File: config.mk
export PLATFORM = sky130hd
export DESIGN_NAME = lbfs_free_map
export DESIGN_NICKNAME = d
export VERILOG_FILES = /design/src/rtl/lbfs_pkg.sv /design/src/rtl/lbfs_free_map.sv
export SDC_FILE = /design/constraint.sdc
export NUM_CORES = 1
export LEC_CHECK = 0
export ABC_AREA = 1
export BUFFER_PORTS_ARGS = -buffer_cell sky130_fd_sc_hd__buf_2
export CORE_UTILIZATION = 30
export CTS_CLUSTER_DIAMETER = 50
export DETAILED_ROUTE_END_ITERATION = 7
export HOLD_SLACK_MARGIN = 0.15
export PLACE_DENSITY = 0.5
export SYNTH_ARGS = -nofsm -noshare
export SYNTH_HDL_FRONTEND = slang
export SYNTH_SLANG_ARGS = --single-unit
File: constraint.sdc
create_clock -name clk_i -period 1.75 [get_ports clk_i]
set_input_delay 0.0875 -clock clk_i [delete_from_list [all_inputs] [get_ports clk_i]]
set_output_delay 0.0875 -clock clk_i [all_outputs]
set_load 0.005 [all_outputs]
File: src/rtl/lbfs_pkg.sv
// Package: shared constants, codes and types of the linked block file store.
`timescale 1ns / 1ps
package lbfs_pkg;

  // Table geometry
  localparam int NUM_BLOCKS  = 64;
  localparam int BLOCK_BYTES = 8;
  localparam int BLK_W       = $clog2(NUM_BLOCKS);
  localparam int DATA_W      = BLOCK_BYTES * 8;
  localparam int FILL_W      = $clog2(BLOCK_BYTES + 1);
  localparam int STORE_W     = FILL_W + DATA_W;

  // Free-map search groups of eight blocks
  localparam int GROUPS      = (NUM_BLOCKS + 7) / 8;
  localparam int GSEL_W      = (GROUPS > 1) ? $clog2(GROUPS) : 1;

  // Port field widths
  localparam int OP_W        = 2;
  localparam int BYTES_W     = 64;
  localparam int LEN_W       = 4;
  localparam int SIZE_W      = 10;

  typedef enum logic [OP_W-1:0] {
    OP_START = 2'd0,
    OP_CHUNK = 2'd1,
    OP_READ  = 2'd2,
    OP_NONE  = 2'd3
  } op_e;

  typedef enum logic [2:0] {
    ST_IDLE,
    ST_ALLOC,
    ST_FREE,
    ST_READ,
    ST_RESP
  } state_e;

  // Commands into the free map
  typedef struct packed {
    logic             set_en;
    logic [BLK_W-1:0] set_idx;
    logic             clr_en;
    logic [BLK_W-1:0] clr_idx;
  } fmap_cmd_t;

  // Registered search result of the free map
  typedef struct packed {
    logic             any_free;
    logic [BLK_W-1:0] idx;
  } fmap_stat_t;

endpackage

File: src/rtl/lbfs_free_map.sv
// Free map: one used bit per block and a registered lowest-free-block search.
`timescale 1ns / 1ps
module lbfs_free_map
  import lbfs_pkg::*;
(
  input  logic       clk_i,
  input  logic       rst_ni,
  input  fmap_cmd_t  cmd_i,
  output fmap_stat_t stat_o
);

  logic [NUM_BLOCKS-1:0] used_q;
  logic [NUM_BLOCKS-1:0] used_d;
  logic [GROUPS*8-1:0]   pad;
  logic [GROUPS-1:0]     grp_free;
  logic [GSEL_W-1:0]     gsel;
  logic [7:0]            grp_bits;
  logic [2:0]            bsel;
  fmap_stat_t            stat_q;
  fmap_stat_t            stat_d;

  // Used-bit updates
  always_comb begin
    used_d = used_q;
    if (cmd_i.set_en) begin
      used_d[cmd_i.set_idx] = 1'b1;
    end
    if (cmd_i.clr_en) begin
      used_d[cmd_i.clr_idx] = 1'b0;
    end
  end

  // Two-level search: first group with a free block, then first block in it
  always_comb begin
    pad                  = '1;
    pad[NUM_BLOCKS-1:0]  = used_q;
    gsel                 = '0;
    bsel                 = '0;
    for (int g = 0; g < GROUPS; g++) begin
      grp_free[g] = ~&pad[g*8 +: 8];
    end
    for (int g = GROUPS - 1; g >= 0; g--) begin
      if (grp_free[g]) begin
        gsel = GSEL_W'(g);
      end
    end
    grp_bits = pad[gsel*8 +: 8];
    for (int b = 7; b >= 0; b--) begin
      if (!grp_bits[b]) begin
        bsel = 3'(b);
      end
    end
    stat_d.any_free = |grp_free;
    stat_d.idx      = BLK_W'({gsel, bsel});
  end

  always_ff @(posedge clk_i or negedge rst_ni) begin
    if (!rst_ni) begin
      used_q <= '0;
      stat_q <= '0;
    end else begin
      used_q <= used_d;
      stat_q <= stat_d;
    end
  end

  assign stat_o = stat_q;

endmodule

# == Word-level counts from Yosys, hierarchy flattened ==
# Index checks and enable logic that the tools add are counted.
# op_classes
n_reduce_logical,19
shifts,1
bitwise_logic,3
mux,22
magnitude_cmp,4
# op_table
cell,n
$mux 64,2
$and 64x64->64,1
$not 64->64,1
$or 64x64->64,1
$reduce_and 8->1,8
$shiftx 64x7->8,1
$mux 3,16
$lt 6x7->1 const B,2
$demux 1 s6,2
$ge 6x1->1 const B,2
$logic_not 1->1,8
$reduce_or 8->1,1
$logic_and 1x1->1,2
$mux 1,2
# word_totals
inputBits,16
word_cells,52
reg_bits,71

# == Longest topological paths before layout ==
# logic_depth
word_depth,18
depth_mapped,23
mapped_depth_nobuf,22

# == Least setup slack after synthesis ==
# Ideal clock, no wire load.
# synth_path
kind,register to register
startpoint,reg used_q[20] (netlist: pad[20])
endpoint,"reg stat_q, in the netlist stat_o[0]"
stages_incl_launch_ff,14
path_buffers,1
t_required_ps,1624
path_slack_ps,-175
arrival_time_ps,1800
setup_ps,126
path_cell_list,dfrtp_1 -> nand2_1 -> nor4_4 -> nand2_2 -> nand2_4 -> nand2_4 -> buf_6 -> or2_0 -> o211ai_1 -> nand2_1 -> nor2_2 -> nor2_1 -> nand2_1 -> a21oi_2
# synth_via
elab_chain_len,13
# synth_rtl
element,line_no,source
"start, declared",lbfs_free_map.sv:12,logic [NUM_BLOCKS-1:0] used_q;
"start signal, assigned",lbfs_free_map.sv:62,used_q <= used_d;
$reduce_and 8->1,lbfs_free_map.sv:40,grp_free[g] = ~&pad[g*8 +: 8];
$mux 3 (3 in a row),lbfs_free_map.sv:43,if (grp_free[g]) begin
$shiftx 64x7->8 (*),lbfs_free_map.sv:47,grp_bits = pad[gsel*8 +: 8];
$mux 3 (7 in a row),lbfs_free_map.sv:49,if (!grp_bits[b]) begin
$mux 3 (*),lbfs_free_map.sv:49,
named net bsel[0],lbfs_free_map.sv:18,logic [2:0] bsel;
"end signal, assigned",lbfs_free_map.sv:63,stat_q <= stat_d;
"end, declared",lbfs_free_map.sv:19,fmap_stat_t stat_q;
# Mark *: on every way through the listed nets, which the timed path passes. The rest lies on a longest branch.

# == Worst setup path after layout ==
# layout_path
startpoint,reg used_q[14] (netlist: pad[14])
endpoint,"reg stat_q, in the netlist stat_o[2]"
# layout_via
elab_chain_len,12
# layout_rtl
element,line_no
$reduce_and 8->1,lbfs_free_map.sv:40
$mux 3 (2 in a row),lbfs_free_map.sv:43
$shiftx 64x7->8 (*),lbfs_free_map.sv:47
$mux 3 (7 in a row),lbfs_free_map.sv:49
$mux 3 (*),lbfs_free_map.sv:49
named net bsel[2],lbfs_free_map.sv:18
# Marked as above.

==> qor.txt <==
Status: finished with violations
Violated checks: negative setup slack
Worst R2R Start: pad[14]
Inserted Clock Buffers: 9
Drt drc: 0
Final setup violation count: 3
Synth async-reset ratio: 1.000
Pwr per Cell Area: 967.1 nW/µm²
RR Endpoint: stat_o[2]
Ranking of synthesized cells by area: dfrtp_1 47%, a21oi_1 15%, nand2_1 8.9%, nand3_1 4.5%, a41oi_1 3.7%
Max Clk Rate: 440.6 MHz
Critical hold path startpoint: cmd_i[7]
Syn avg cell area: 8.146 µm²
Vias per cell: 5.380
LEAKAGE: 2.633 nW
Final Cycle Share: 1.297
Seq. cell area: 1777 µm²
Slew Viols, Final: 0
PnR worst setup slack: -0.5196 ns
CTS Buffer Depth: 2
Critical path required time: 1.97 ns
Synth cell count leaders: 113 x a21oi_1, 90 x nand2_1, 71 x dfrtp_1, 34 x nand3_1, 27 x inv_1
Boundary Pins: 23
Count leader, synth: a21oi_1
Vias: 4,363
GRT Util Overall: 0.2461
Slew headroom: 0.5726
Largest fanout on the critical path: 7
Post-placement setup slack: -0.6837 ns
R2R depth: 14
Area leader, netlist: dfrtp_1
Worst-path clk slew: 0.06 ns
GP Congestion: 0.9721
Top FF cell, synth: dfrtp_1
Top-area cell type share of the netlist area: 0.4660
Crit path capture type: register
Die Height: 114.7 µm
Starting Density: 0.3122
Core Box Area: 12,210 µm²
Clock latency on the worst-skew pair: 0.35 ns
Multi-input gate area: 1922 µm²
Fillers: 1,264
CP startpoint kind: register
Min Clock Period, post-route: 2.270 ns
Post-DRT Antenna Nets: 0
Number of synthesized flops with an enable pin: 0
Peak VDD IR: 0.4158 mV
Worst-margin pin slew: 0.6388 ns
Synth-to-Final Area Change: 47.65%
Detailed Place HPWL: 10,830 µm
Unrepaired setup endpoints after global routing: true
H-tree levels: 3
Placement Rows: 40
Clock Tree Root: clkbuf_16
Nets: 655
Reg2reg setup slack: -0.52 ns
DIE AREA: 13,160 µm²
Register area share after synthesis: 0.4660
Worst setup path startpoint: pad[14]
Layout cell share with drive strength beyond 1: 0.3344
Max-Cap Viols: 0
Ant. Diodes: 0
Sink Count: 71
Global-route wire length before repair: 23,780 µm
Crit-path cells: nand4_1, nor4_4, buf_4, buf_6, a21oi_4, buf_12, buf_8, buf_6, o211ai_1, nand2_1, nor2_4, nor3_2, o21ai_1, nor2_1
Total iterations of the first detailed-routing run: 5
DR WL/cell: 18.70 µm
GRT overflow: 0
CP peak stage delay: 0.35 ns
Mapped Cells: 468
Post-synth cell types: 32
Hold Path Stages: 3
Final Skew: 0.007920 ns
#FFs+latches synth: 71
Most used cell, CP: buf_6
Final Hold Viols: 0
Hold WC Path Type: input port to register
Die X: 114.7 µm
CP Class: register to register
Largest net degree at the start of global routing: 72
I/O Buffers: 22
WP data arrival: 2.49 ns
Syn_nets: 484
Initial antenna violation count: 0
DRT iter0 DRCs: 343
Final wirelength: 15,170 µm
TritonCTS clock tree: yes
Min-Delay Endpoint: pad[61]
Number of global-route vias before repair: 4,268
Netlist Area Pre-Place: 3812 µm²
Yosys warning total: 0
Setup TNS: -1.531 ns
Slowest CP cell: dfrtp_1
worst max path at each step:
| stage | depth (start not counted) | slack, ns | endpoint |
|---|---|---|---|
| CTS | 15 | -0.56 | stat_o[0] |
| global placement | 13 | -0.67 | stat_o[0] |
| floorplan | 13 | -0.16 | stat_o[0] |
| detailed placement | 10 | -0.68 | stat_o[2] |
| finish | 14 | -0.52 | stat_o[2] |
| global route | 19 | -0.67 | stat_o[2] |
repair_timing:
item	CTS	global route
gates resized for setup	6	22
pin swaps	6	16
hold buffers	5	0
cloned	1	0
setup buffers	2	7
hold endpoints to repair	78	0
endpoints found under the setup margin	3	6
power breakdown:
group | internal [W] | switching, W | total [W]
Combinational | 0.000715 | 0.000767 | 0.00148
Clock | 0.00113 | 0.000729 | 0.00186
Sequential | 0.00194 | 0.000161 | 0.00210
through the flow:
step | util | power, W | hold slack, ns | std cells | cell area (µm²)
global route | 0.4610 | 0.005698 | 0.2295 | 811 | 5629
CTS | 0.4513 | 0.005394 | 0.2008 | 804 | 5512
floorplan | - | 0.002700 | -0.2081 | 468 | 3815
finish | 0.4610 | 0.005444 | 0.1998 | 811 | 5629
global placement | 0.4180 | 0.003505 | 0.1420 | 781 | 5105
detailed placement | 0.4180 | 0.003524 | 0.1455 | 781 | 5105
cells in the final DEF (no fill, tap or decap), types with 3 or more instances in the layout:
cell,n
nor3_1,15
nand2_1,83
nor4_4,3
o21ai_1,3
nor2_2,3
inv_1,26
buf_4,136
a41oi_1,16
dfrtp_1,71
dlygate4sd3_1,5
nand4_1,11
clkinv_1,3
nor2_1,18
nor4_1,16
nand3_1,32
buf_6,5
a21oi_1,113
clkbuf_16,9
o211ai_1,7
o21ai_0,4
nand2_2,9
buf_2,22
inv_2,4
registers in the layout (all words and copies together), names as in the netlist:
| register | cells |
|---|---|
| pad | 64 |
| stat_o | 7 |
worst max-delay path: cells and delay by family (launching register included):
family          cells  cell delay [ns]
flops               1             0.35
simple gates        6             0.84
compound gates      3             0.28
buf+inv             5             0.67
logic make-up after synthesis:
| group | count (synthesis) | share of synthesized area |
|---|---|---|
| AND/OR/NAND/NOR | 202 | 0.2576 |
| AO/OA/AOI/OAI | 149 | 0.2248 |
| flip-flops | 71 | 0.4660 |
| buffers and inverters | 46 | 0.05152 |
area by class of cell:
| cell class | count | area share |
|---|---|---|
| multi-input cells | 352 | 0.3414 |
| flip-flops and latches | 71 | 0.3156 |
| repair buffers | 171 | 0.2296 |
| clock buffers | 10 | 0.04245 |
| well taps | 168 | 0.03734 |
| inverters | 34 | 0.02312 |
| clock inverters | 5 | 0.01045 |
per-layer routing:
layer | part of all wire | vias to the layer above | track usage
met2 | 0.46 | 191 | 0.3919
met1 | 0.44 | 2110 | 0.3271
li1 | - | 2021 | -
met5 | 0 | - | 0
met3 | 0.069 | 41 | 0.04586
met4 | 0.039 | 0 | 0.1100
(Power assumes the default switching activity.)
