--- src/rtl/lbfs_ram.sv ---
// Generic single-write, single-read RAM with registered read data.
`timescale 1ns / 1ps
module lbfs_ram #(
  parameter int WIDTH = 8,
  parameter int DEPTH = 64
) (
  input  logic                     clk_i,
  input  logic                     we_i,
  input  logic [$clog2(DEPTH)-1:0] waddr_i,
  input  logic [WIDTH-1:0]         wdata_i,
  input  logic                     re_i,
  input  logic [$clog2(DEPTH)-1:0] raddr_i,
  output logic [WIDTH-1:0]         rdata_o
);

  logic [WIDTH-1:0] mem_q [DEPTH];
  logic [WIDTH-1:0] rdata_q;

  // Write port
  always_ff @(posedge clk_i) begin
    if (we_i) begin
      mem_q[waddr_i] <= wdata_i;
    end
  end

  // Read port, data held while re_i is low
  always_ff @(posedge clk_i) begin
    if (re_i) begin
      rdata_q <= mem_q[raddr_i];
    end
  end

  assign rdata_o = rdata_q;

endmodule

--- config.mk ---
export PLATFORM = sky130hd
export DESIGN_NAME = lbfs_ram
export DESIGN_NICKNAME = d
export VERILOG_FILES = /design/src/rtl/lbfs_ram.sv
export SDC_FILE = /design/constraint.sdc
export NUM_CORES = 1
export LEC_CHECK = 0
export BUFFER_PORTS_ARGS = -buffer_cell sky130_fd_sc_hd__buf_2
export CORE_AREA = 2 2 184 186
export DETAILED_ROUTE_END_ITERATION = 10
export DIE_AREA = 0 0 186 188
export PLACE_DENSITY = 0.82
export SLEW_MARGIN = 20
export SYNTH_ARGS = -nofsm -noshare
export SYNTH_HDL_FRONTEND = slang
export SYNTH_SLANG_ARGS = --single-unit
--- constraint.sdc ---
create_clock -name clk_i -period 2.5 [get_ports clk_i]
set_input_delay 0.125 -clock clk_i [delete_from_list [all_inputs] [get_ports clk_i]]
set_output_delay 0.125 -clock clk_i [all_outputs]
set_load 0.02 [all_outputs]
======== Yosys cells after proc, flatten, opt, wreduce, memory -nomap -nowiden ========
Memories as Yosys holds them, arrays and structs flattened. A register that Yosys moved wholly into a read port is not among the register bits.
Cells that the tools add are included.
cells by class
  add/subtract/negate cells ............... 0
  multiply operators ...................... 0
  div/mod/pow operators ................... 0
  order comparisons ....................... 0
  equality and inequality tests ........... 0
  shift operators ......................... 0
  mux-type cells .......................... 2
  bitwise gates (word level) .............. 0
  reduce and logical (&&, ||, !) cells .... 0
operators with widths
  kind               count
  1-bit two-way mux  2
word-level totals
  bits in registers ....................... 0
  latch bits .............................. 0
  memory bits (writable) .................. 512
  ROM bits ................................ 0
  input bits .............................. 23
  output and inout port bits .............. 8
  word-level logic and storage cells ...... 3
  memories kept ........................... 1
memory list
  memory  depth  width  read ports  clocked after Yosys merged registers in  wr ports  RTL line  RTL
  mem_q   64     8      1           1                                        1         16        logic [WIDTH-1:0] mem_q [DEPTH];

======== Longest topological paths before layout ========
Gate-level depths: netlist (run 1).
  depth after elaboration ................. 2
  gate-level depth with buffers ........... 9
  mapped depth without buffers ............ 5

======== Least setup slack after synthesis (run 1) ========
No wires, ideal clock.
  path kind ............................... in2reg
  start ................................... input port raddr_i[1]
  end ..................................... register rdata_q[3], in the netlist rdata_o[3], read port of mem_q (data pin)
  setup time .............................. 266 ps
  arrival ................................. 1665 ps
  required time ........................... 2234 ps
  setup slack ............................. 569 ps
  stages on the path ...................... 7
  buffers on the path ..................... 3
  cells stage by stage .................... buf_4 buf_2 buf_2 mux4_2 mux4_2 o21ai_1 o41ai_1
RTL lines
  item             RTL line  RTL
  start, declared  12        input logic [$clog2(DEPTH)-1:0] raddr_i,
  end, declared    17        logic [WIDTH-1:0] rdata_q;

==> results.md, run 1 <==
- Die height: 188 um
- Fin crit share: 0.927
- GRT Total Usage: 0.272
- Crit-path cells: mux4_2 > mux2_2 > o221a_2 > nor3_1 > o32ai_1
- RSZ-0062 raised after global routing: no
- Fmax achieved: 0.432 GHz
- CTS tree: yes
- Largest net degree at the start of global routing: 65
- CP required: 2790 ps
- Starting density of the core: 0.611
- Slew @ Worst Pin: 789 ps
- Multi-input gate area: 4320 um2
- P_int: 14,100 uW
- CP peak stage delay: 480 ps
- Slew margin rel.: 0.472
- Gr ovfl total: 0
- Setup Viol. Count Final: 0
- Syn Inst Count: 940
- Sequential share of the synthesized area: 0.771
- Max cap viols: 0
- Initial DRC count: 1,339
- Pwr Density: 769 nW/um2
- Post-route ant nets: 0
- Vias per inst: 6.56
- Fin nets: 1,097
- Vias in the first global route: 10,500
- Die X: 186 um
- Hold worst-path end: mem_q[58][0]
- Row Count: 67
- Fillers: 1,870
- DP HPWL: 28,200 um
- Arr. time, crit path: 2600 ps
- Register bit total from synthesis: 520
- Layout Utilization: 0.696
- Cell Area, Synth: 20,200 um2
- Bufs on Longest Clock Path: 3
- Slowest CP cell: mux4_2
- First-pass iteration count of the detailed router: 6
- H-Tree Depth: 2
- Register area: 15,600 um2
- Hold wc startpoint: wdata_i[0]
- Crit path from: mem_q[29][4]
- Worst R2R End: rdata_o[4]
- Max rail drop VDD: 0.431 mV
- Synthesis warning total: 0
- Initial antenna violation count: 2
- Critical Path Source Type: flop
- Die area: 35,000 um2
- DR vias: 10,200
- Avg Synthesized Cell Area: 21.5 um2
- # port buffers: 30
- Crit path capture type: flop
- Synth cell types: 39
- Hold Crit Depth: 1
- CTS root buffer: clkbuf_16
- Setup TNS: 0 ps
- Min Clock Period, post-route: 2320 ps
- First-pass GRT wire length: 67,800 um
- Final Hold Viols: 0
- DR WL/cell: 29.3 um
- CTS clk-pin slew, worst paths: 60 ps
- I/O Pins: 31
- Worst R2R Path Depth: 5
- Placer congestion estimate: 0.848
- Core area: 33,100 um2
- Clock Skews: 12.3 ps
- Sequential power share: 0.547
- Synth-to-Final Area Change: 13.9%
- Sw Pwr: 3630 uW
- Total Wirelength: 45,600 um
- Clock Latency Late Sink: 550 ps
- R2r setup slk: 180 ps
- Sw Ratio: 0.204
- CTS resizes: 0
- Worst-path maximum fanout: 1
- Clock share of power: 0.400
- Commonest cells after routing, fill and taps aside: 520 x edfxtp_1, 126 x mux4_2, 98 x buf_4, 83 x nor2_1, 49 x clkbuf_16
- DRC: 0
- Reg2Reg Launch Point: mem_q[29][4]
- Max-slew violation count: 0
- Status: finished, final reports clean
- Synth Net Count: 963
- Crit Path Class: flop to flop
- Combinational share of power: 0.054
- TritonCTS buffer count: 48
- Clock Sinks: 520
- Min-delay worst type: primary input to flop
- Commonest non-fill, non-tap cell in the layout: edfxtp_1
- Static Leak: 0.00741 uW
- Layout cells sized above 1: 0.308
[registers in the layout, summed over array words and instances (netlist names)]
| name | count |
|---|---|
| mem_q | 512 |
| rdata_o | 8 |
[worst max-delay path by stage]
stage                  to  slack (ps)  cells after the start
6_report       rdata_o[4]         180                      5
3_5_place_dp   rdata_o[7]         220                      6
5_1_grt        rdata_o[4]         180                      5
3_3_place_gp   rdata_o[7]         210                      6
2_1_floorplan  rdata_o[3]         570                      7
4_1_cts        rdata_o[4]         210                      5
[power by group through the flow]
stage | Clock (uW) | Sequential, uW | Combinational [uW]
floorplan | 0 | 9880 | 515
global placement | 0 | 9870 | 903
detailed placement | 0 | 9880 | 928
CTS | 7140 | 9690 | 946
global route | 7440 | 9690 | 999
finish | 7090 | 9690 | 950
[critical path: cells and delay by family, from the launching register on]
family	cells	cell delay, ps
AOI/OAI and AO/OA	2	470
and+or+nand+nor	1	410
DFF	1	380
muxes	2	800
[synthesized netlist by cell type (all sizes together)]
cell / number / share of area
clkbuf: 17 / 0.0032
or3: 1 / 0.00031
nor2: 83 / 0.015
o221ai: 8 / 0.0035
nor4: 2 / 0.00062
nor3: 7 / 0.0017
mux2: 13 / 0.0072
a211oi: 4 / 0.0015
a31oi: 1 / 0.00031
o32ai: 2 / 0.00087
o22ai: 8 / 0.0025
o221a: 2 / 0.0011
o2111ai: 3 / 0.0013
mux4: 126 / 0.14
nand2b: 7 / 0.0022
buf: 34 / 0.012
and2: 1 / 0.00031
nand4: 2 / 0.00062
a2111oi: 2 / 0.00087
o21a: 2 / 0.00074
o41ai: 2 / 0.00087
mux2i: 23 / 0.011
edfxtp: 520 / 0.77
o311ai: 1 / 0.00043
nand3: 13 / 0.0032
nor2b: 14 / 0.0043
a22oi: 3 / 0.0011
nand3b: 3 / 0.0011
a221oi: 6 / 0.0026
nand2: 19 / 0.0035
o21ai: 4 / 0.00099
o2bb2ai: 3 / 0.0013
a21oi: 3 / 0.00074
nand4b: 1 / 0.00043
[kinds of logic after synthesis]
group / share of synthesized area
buffers and inverters: 0.0156
flip-flops: 0.771
AND/OR/NAND/NOR: 0.0337
AO/OA/AOI/OAI: 0.0206
multiplexers: 0.159
[through the flow]
step / instances / total power, uW / hold slack, ps / worst slack (ps) / cell area (um2)
after floorplan: 940 / 10400 / 224 / 569 / 20200
after global placement: 1471 / 10800 / 514 / 207 / 21500
after detailed placement: 1471 / 10800 / 514 / 221 / 21500
after CTS: 1556 / 17800 / 30.2 / 209 / 23100
after global routing: 1557 / 18100 / 49.5 / 178 / 23100
final: 1558 / 17700 / 35.3 / 183 / 23100
[timing repair]
action / CTS / global route
setup buffers: 0 / 0
endpoints found under the hold margin: 8 / 0
hold buffers: 1 / 0
[routing by layer]
metal	share of wire	GRT usage	wire length (um)	vias to the layer above
li1	-	-	-	4192
met1	0.37	0.380	16900	5270
met2	0.50	0.439	22800	636
met3	0.094	0.0489	4270	126
met4	0.036	0.0939	1640	2
met5	0.00026	0	12	-
[final cells by class]
| cell class | count | share of cell area |
|---|---|---|
| flip-flops and latches | 520 | 0.677 |
| multi-input cells | 369 | 0.187 |
| clock buffers | 54 | 0.0540 |
| repair buffers | 135 | 0.0457 |
| well taps | 448 | 0.0243 |
| clock inverters | 30 | 0.0115 |
| diodes | 2 | 0.000217 |
Note: power is estimated with default switching activity, not from simulation.
==> run 2: changes to the inputs <==
--- a/config.mk
+++ b/config.mk
@@ -10,6 +10,7 @@
 export DETAILED_ROUTE_END_ITERATION = 10
 export DIE_AREA = 0 0 186 188
 export PLACE_DENSITY = 0.82
+export SKIP_LAST_GASP = 1
 export SLEW_MARGIN = 20
 export SYNTH_ARGS = -nofsm -noshare
 export SYNTH_HDL_FRONTEND = slang
==> constraint.sdc (replaced) <==
create_clock -name clk_i -period 2.55 [get_ports clk_i]
set_input_delay 0.1275 -clock clk_i [delete_from_list [all_inputs] [get_ports clk_i]]
set_output_delay 0.1275 -clock clk_i [all_outputs]
set_load 0.02 [all_outputs]
==> results.md, run 2 (same netlist as run 1, synthesis figures left out) <==
- Status: finished, final reports clean
- CP peak stage delay: 490 ps (about the same)
- First-pass iteration count of the detailed router: 5 (-1)
- H-Tree Depth: 2 (unchanged)
- Commonest non-fill, non-tap cell in the layout: edfxtp_1
- CTS resizes: 0 (unchanged)
- GRT Total Usage: 0.280 (+0.00815)
- Static Leak: 0.00739 uW (-0.25%)
- DRC: 0 (unchanged)
- Post-route ant nets: 0 (unchanged)
- Placed cell area: 21,500 um2 (about the same)
- Die X: 186 um (unchanged)
- Slowest CP cell: mux4_2
- CTS tree: yes
- Fmax achieved: 0.438 GHz (+1.4%)
- Fillers: 1,864 (-0.32%)
- Arr. time, crit path: 2570 ps (-30 ps)
- DP HPWL: 28,500 um (+0.92%)
- Fin nets: 1,102 (+0.46%)
- Layout cells sized above 1: 0.304 (-0.00408)
- Crit Path Class: flop to flop
- Synth-to-Final Area Change: 13.8% (about the same)
- Final hold slack: 48.1 ps (+12.7 ps)
- I/O Pins: 31 (unchanged)
- Hold wc startpoint: wdata_i[0]
- Crit path capture type: flop
- Multi-input gate area: 4320 um2 (unchanged)
- DR vias: 10,400 (+1.3%)
- Vias per inst: 6.62 (+0.82%)
- Slew margin rel.: 0.498 (+0.0256)
- Gr ovfl total: 0 (unchanged)
- Cts hold-fix bufs: 2 (+1)
- # port buffers: 30 (unchanged)
- Max cap viols: 0 (unchanged)
- Largest net degree at the start of global routing: 65 (unchanged)
- Die height: 188 um (unchanged)
- Final instance area: 23,000 um2 (about the same)
- Slew @ Worst Pin: 751 ps (-37.6 ps)
- Commonest cells after routing, fill and taps aside: 520 x edfxtp_1, 126 x mux4_2, 103 x buf_4, 83 x nor2_1, 51 x clkbuf_16
- Worst-path maximum fanout: 1 (unchanged)
- Critical Path Source Type: flop
- DR WL/cell: 30.0 um (+2.4%)
- Starting density of the core: 0.611 (unchanged)
- Register area: 15,600 um2 (unchanged)
- Reg2Reg Launch Point: mem_q[21][6]
- Fin crit share: 0.896 (-0.0310)
- GRT Max-Usage Layer: met2
- Bufs on Longest Clock Path: 3 (unchanged)
- GR Util met3: 0.0575 (+0.00855)
- Cell family with most CP delay: multiplexers
- Final Instance Count excl. Fillers: 1,565 (+0.45%)
- Vias in the first global route: 10,600 (+0.74%)
- RSZ-0062 raised after global routing: no
- Min-delay worst type: primary input to flop
- Placer congestion estimate: 0.855 (+0.83%)
- Crit path from: mem_q[21][6]
- Pwr Density: 749 nW/um2 (-2.6%)
- Placed cells: 1,473 (+0.14%)
- Row Count: 67 (unchanged)
- Final Hold Viols: 0 (unchanged)
- TritonCTS buffer count: 50 (+4.2%)
- Clock Sinks: 520 (unchanged)
- Met2 usage: 0.441 (+0.00214)
- CTS root buffer: clkbuf_16
- Setup TNS: 0 ps (unchanged)
- Max rail drop VDD: 0.626 mV (+45%)
- Die area: 35,000 um2 (unchanged)
- Clock Skews: 13.1 ps (+0.762 ps)
- CP required: 2840 ps (+50 ps)
- Max FFs per register: 512 (unchanged)
- Initial DRC count: 1,407 (+5.1%)
- Postcts setup bufs: 0 (unchanged)
- Max-slew violation count: 0 (unchanged)
- Setup Viol. Count Final: 0 (unchanged)
- Layout Utilization: 0.696 (about the same)
- Buf/Inv on CP: 0 (unchanged)
- Core area: 33,100 um2 (unchanged)
- M1 GR Usage: 0.392 (+0.0119)
- Crit-path cells: mux4_2 > mux2_2 > o221a_2 > nor3_1 > o32ai_1
- Initial antenna violation count: 4 (+2)
- First-pass GRT wire length: 69,600 um (+2.6%)
- Min Clock Period, post-route: 2280 ps (-32.8 ps)
- Clock Latency Late Sink: 560 ps (about the same)
- Total Wirelength: 46,900 um (+2.8%)
- Largest Register: mem_q
- CTS clk-pin slew, worst paths: 60 ps (about the same)
-- run 2: where the power goes --
part,internal (uW),total (uW),switching (uW),leakage (uW)
Combinational,365,945,580,0.00199
Sequential,9480,9510,26.5,0.00469
Clock,3850,6810,2960,0.000718
-- run 2: routing by layer --
metal / wire length, um / vias to the layer above
met5: 0 / -
met3: 5020 / 134
met1: 17000 / 5298
met2: 22900 / 715
met4: 1990 / 0
li1: - / 4209
-- run 2: worst reg2reg max path, delay by kind of cell (launching register included) --
kind | cells | cell delay [ps]
AND/OR/NAND/NOR | 1 | 400
multiplexers | 2 | 780
AO/OA/AOI/OAI | 2 | 460
flip-flops | 1 | 370
-- run 2: layout make-up --
type,count,share of cell area
well taps,448,0.0243
flip-flops and latches,520,0.677
repair buffers,138,0.0465
multi-input cells,369,0.187
diodes,4,0.000434
clock buffers,66,0.0578
clock inverters,20,0.00624
-- run 2: through the flow --
step / setup WS [ps] / power (uW)
detailed placement: 116 / 10600
global route: 234 / 17700
global placement: 150 / 10600
CTS: 314 / 17300
finish: 266 / 17300
floorplan: 616 / 10200
-- run 2: worst paths after layout --
kind	endpoint	slack, ps	depth (start not counted)
max	rdata_o[6]	270	5
min	mem_q[18][0]	50	1
max reg2reg	rdata_o[6]	270	5
min reg2reg	rdata_o[3]	990	4
==> run 3: changes to the inputs <==
==> constraint.sdc (replaced) <==
create_clock -name clk_i -period 2.55 [get_ports clk_i]
set_input_delay 0 -clock clk_i [delete_from_list [all_inputs] [get_ports clk_i]]
set_output_delay 0 -clock clk_i [all_outputs]
set_load 0.02 [all_outputs]
==> results.md, run 3 (same netlist as run 1, synthesis figures left out) <==
- Largest net degree at the start of global routing: 65 (unchanged)
- RSZ-0062 raised after global routing: no
- DR WL/cell: 29.4 um (-2.0%)
- H-Tree Depth: 2 (unchanged)
- Combinational share of power: 0.052 (-0.003)
- Gr ovfl total: 0 (unchanged)
- TritonCTS buffer count: 48 (-4.0%)
- Reg2Reg Launch Point: mem_q[2][3]
- Sw Pwr: 3620 uW (+1.4%)
- DRC: 0 (unchanged)
- Largest Register: mem_q
- DP HPWL: 28,200 um (-0.87%)
- Row Count: 67 (unchanged)
- Min Clock Period, post-route: 2200 ps (-83.0 ps)
- # port buffers: 30 (unchanged)
- Die height: 188 um (unchanged)
- Max rail drop VDD: 0.539 mV (-14%)
- Slew margin rel.: 0.233 (-0.265)
- Critical Path Source Type: flop
- CTS clk-pin slew, worst paths: 70 ps (about the same)
- Core area: 33,100 um2 (unchanged)
- CP required: 2830 ps (about the same)
- Layout cells sized above 1: 0.303 (-0.000816)
- Max-slew violation count: 0 (unchanged)
- First-pass GRT wire length: 68,500 um (-1.5%)
- P_int: 13,900 uW (+1.6%)
- Status: finished, final reports clean
- Fmax achieved: 0.454 GHz (+3.8%)
- GRT Total Usage: 0.273 (-0.00674)
- Total Wirelength: 46,000 um (-2.0%)
- CTS root buffer: clkbuf_16
- Setup TNS: 0 ps (unchanged)
- Die X: 186 um (unchanged)
- Slew @ Worst Pin: 1150 ps (+400 ps)
- Vias per inst: 6.61 (-0.13%)
- Initial antenna violation count: 0 (-4)
- Static Leak: 0.00743 uW (+0.49%)
- Starting density of the core: 0.611 (unchanged)
- Fin crit share: 0.863 (-0.0326)
- Placed cells: 1,464 (-0.61%)
- Clock Latency Late Sink: 560 ps (about the same)
- Sequential power share: 0.542 (-0.009)
- Die area: 35,000 um2 (unchanged)
- Synth-to-Final Area Change: 14.2%
- Crit path capture type: flop
- Vias in the first global route: 10,500 (-0.62%)
- Min-delay worst type: primary input to flop
- Max cap viols: 0 (unchanged)
- Max FFs per register: 512 (unchanged)
- Clock Skews: 18.1 ps (+5.04 ps)
- Placer congestion estimate: 0.889 (+4.0%)
- DR vias: 10,300 (-0.19%)
- Arr. time, crit path: 2480 ps (-90 ps)
- Hold wc startpoint: wdata_i[7]
- Final hold slack: 17.0 ps (-31.1 ps)
- Sw Ratio: 0.206 (-0.000365)
- Clock share of power: 0.406 (+0.011)
- CTS tree: yes
- Bufs on Longest Clock Path: 3 (unchanged)
- Worst-path maximum fanout: 1 (unchanged)
- ANT cells: 0 (-4)
- Clock Sinks: 520 (unchanged)
- Setup Viol. Count Final: 0 (unchanged)
- Commonest cells after routing, fill and taps aside: 520 x edfxtp_1, 126 x mux4_2, 95 x buf_4, 83 x nor2_1, 50 x clkbuf_16
- I/O Pins: 31 (unchanged)
- Total power: 17,500 uW (+1.6%)
- Final instance area: 23,100 um2 (+0.34%)
- Initial DRC count: 1,320 (-6.2%)
- Final Hold Viols: 0 (unchanged)
- Pwr Density: 758 nW/um2 (+1.2%)
- Fillers: 1,877 (+0.70%)
- Commonest non-fill, non-tap cell in the layout: edfxtp_1
- Final Instance Count excl. Fillers: 1,564 (-0.064%)
- Placed cell area: 21,400 um2 (-0.43%)
- Post-route ant nets: 0 (unchanged)
- Crit Path Class: flop to flop
- Fin nets: 1,100 (-0.18%)
- First-pass iteration count of the detailed router: 5 (unchanged)
- Crit path from: mem_q[2][3]
==> run 3: what timing repair did <==
action,CTS,global route
hold endpoints to repair,147,0
buffers inserted,0,0
hold buffers,11,0
gates resized for setup,0,0
==> run 3: final timing paths <==
kind	slack (ps)	endpoint	cells past startpoint
worst max-delay path	350	rdata_o[3]	4
worst min-delay path	20	mem_q[49][7]	1
worst max register to register	350	rdata_o[3]	4
worst min register to register	930	rdata_o[6]	3
==> run 3: metal layers <==
metal / vias up / track usage / part of all wire
li1: 4200 / - / -
met1: 5365 / 0.391 / 0.38
met2: 672 / 0.429 / 0.49
met5: - / 0 / 0
met3: 99 / 0.0532 / 0.099
met4: 0 / 0.0957 / 0.034
==> run 3: per-stage QoR <==
step	setup slack (ps)	utilization
after global placement	159	0.648
after floorplan	720	-
after CTS	413	0.698
after detailed placement	157	0.648
after global routing	376	0.698
final	349	0.698
==> run 3: critical path: stages (launching register included) <==
cell,delay (ps)
edfxtp_1,380
mux4_2,470
nor2b_1,170
a2111oi_0,760
o41ai_1,140
==> run 3: layout make-up <==
| type | count | area, um2 | area share |
|---|---|---|---|
| clock buffers | 55 | 1270 | 0.0549 |
| clock inverters | 34 | 300 | 0.0130 |
| multi-input cells | 369 | 4320 | 0.187 |
| flip-flops and latches | 520 | 15600 | 0.675 |
| well taps | 448 | 561 | 0.0242 |
| repair buffers | 138 | 1070 | 0.0461 |
==> run 3: power groups by stage <==
| stage | sequential [uW] | combinational, uW | clock [uW] |
|---|---|---|---|
| final | 9500 | 915 | 7120 |
| after global routing | 9500 | 966 | 7470 |
| after CTS | 9500 | 915 | 7160 |
| after detailed placement | 9680 | 893 | 0 |
| after global placement | 9680 | 872 | 0 |
| after floorplan | 9690 | 504 | 0 |
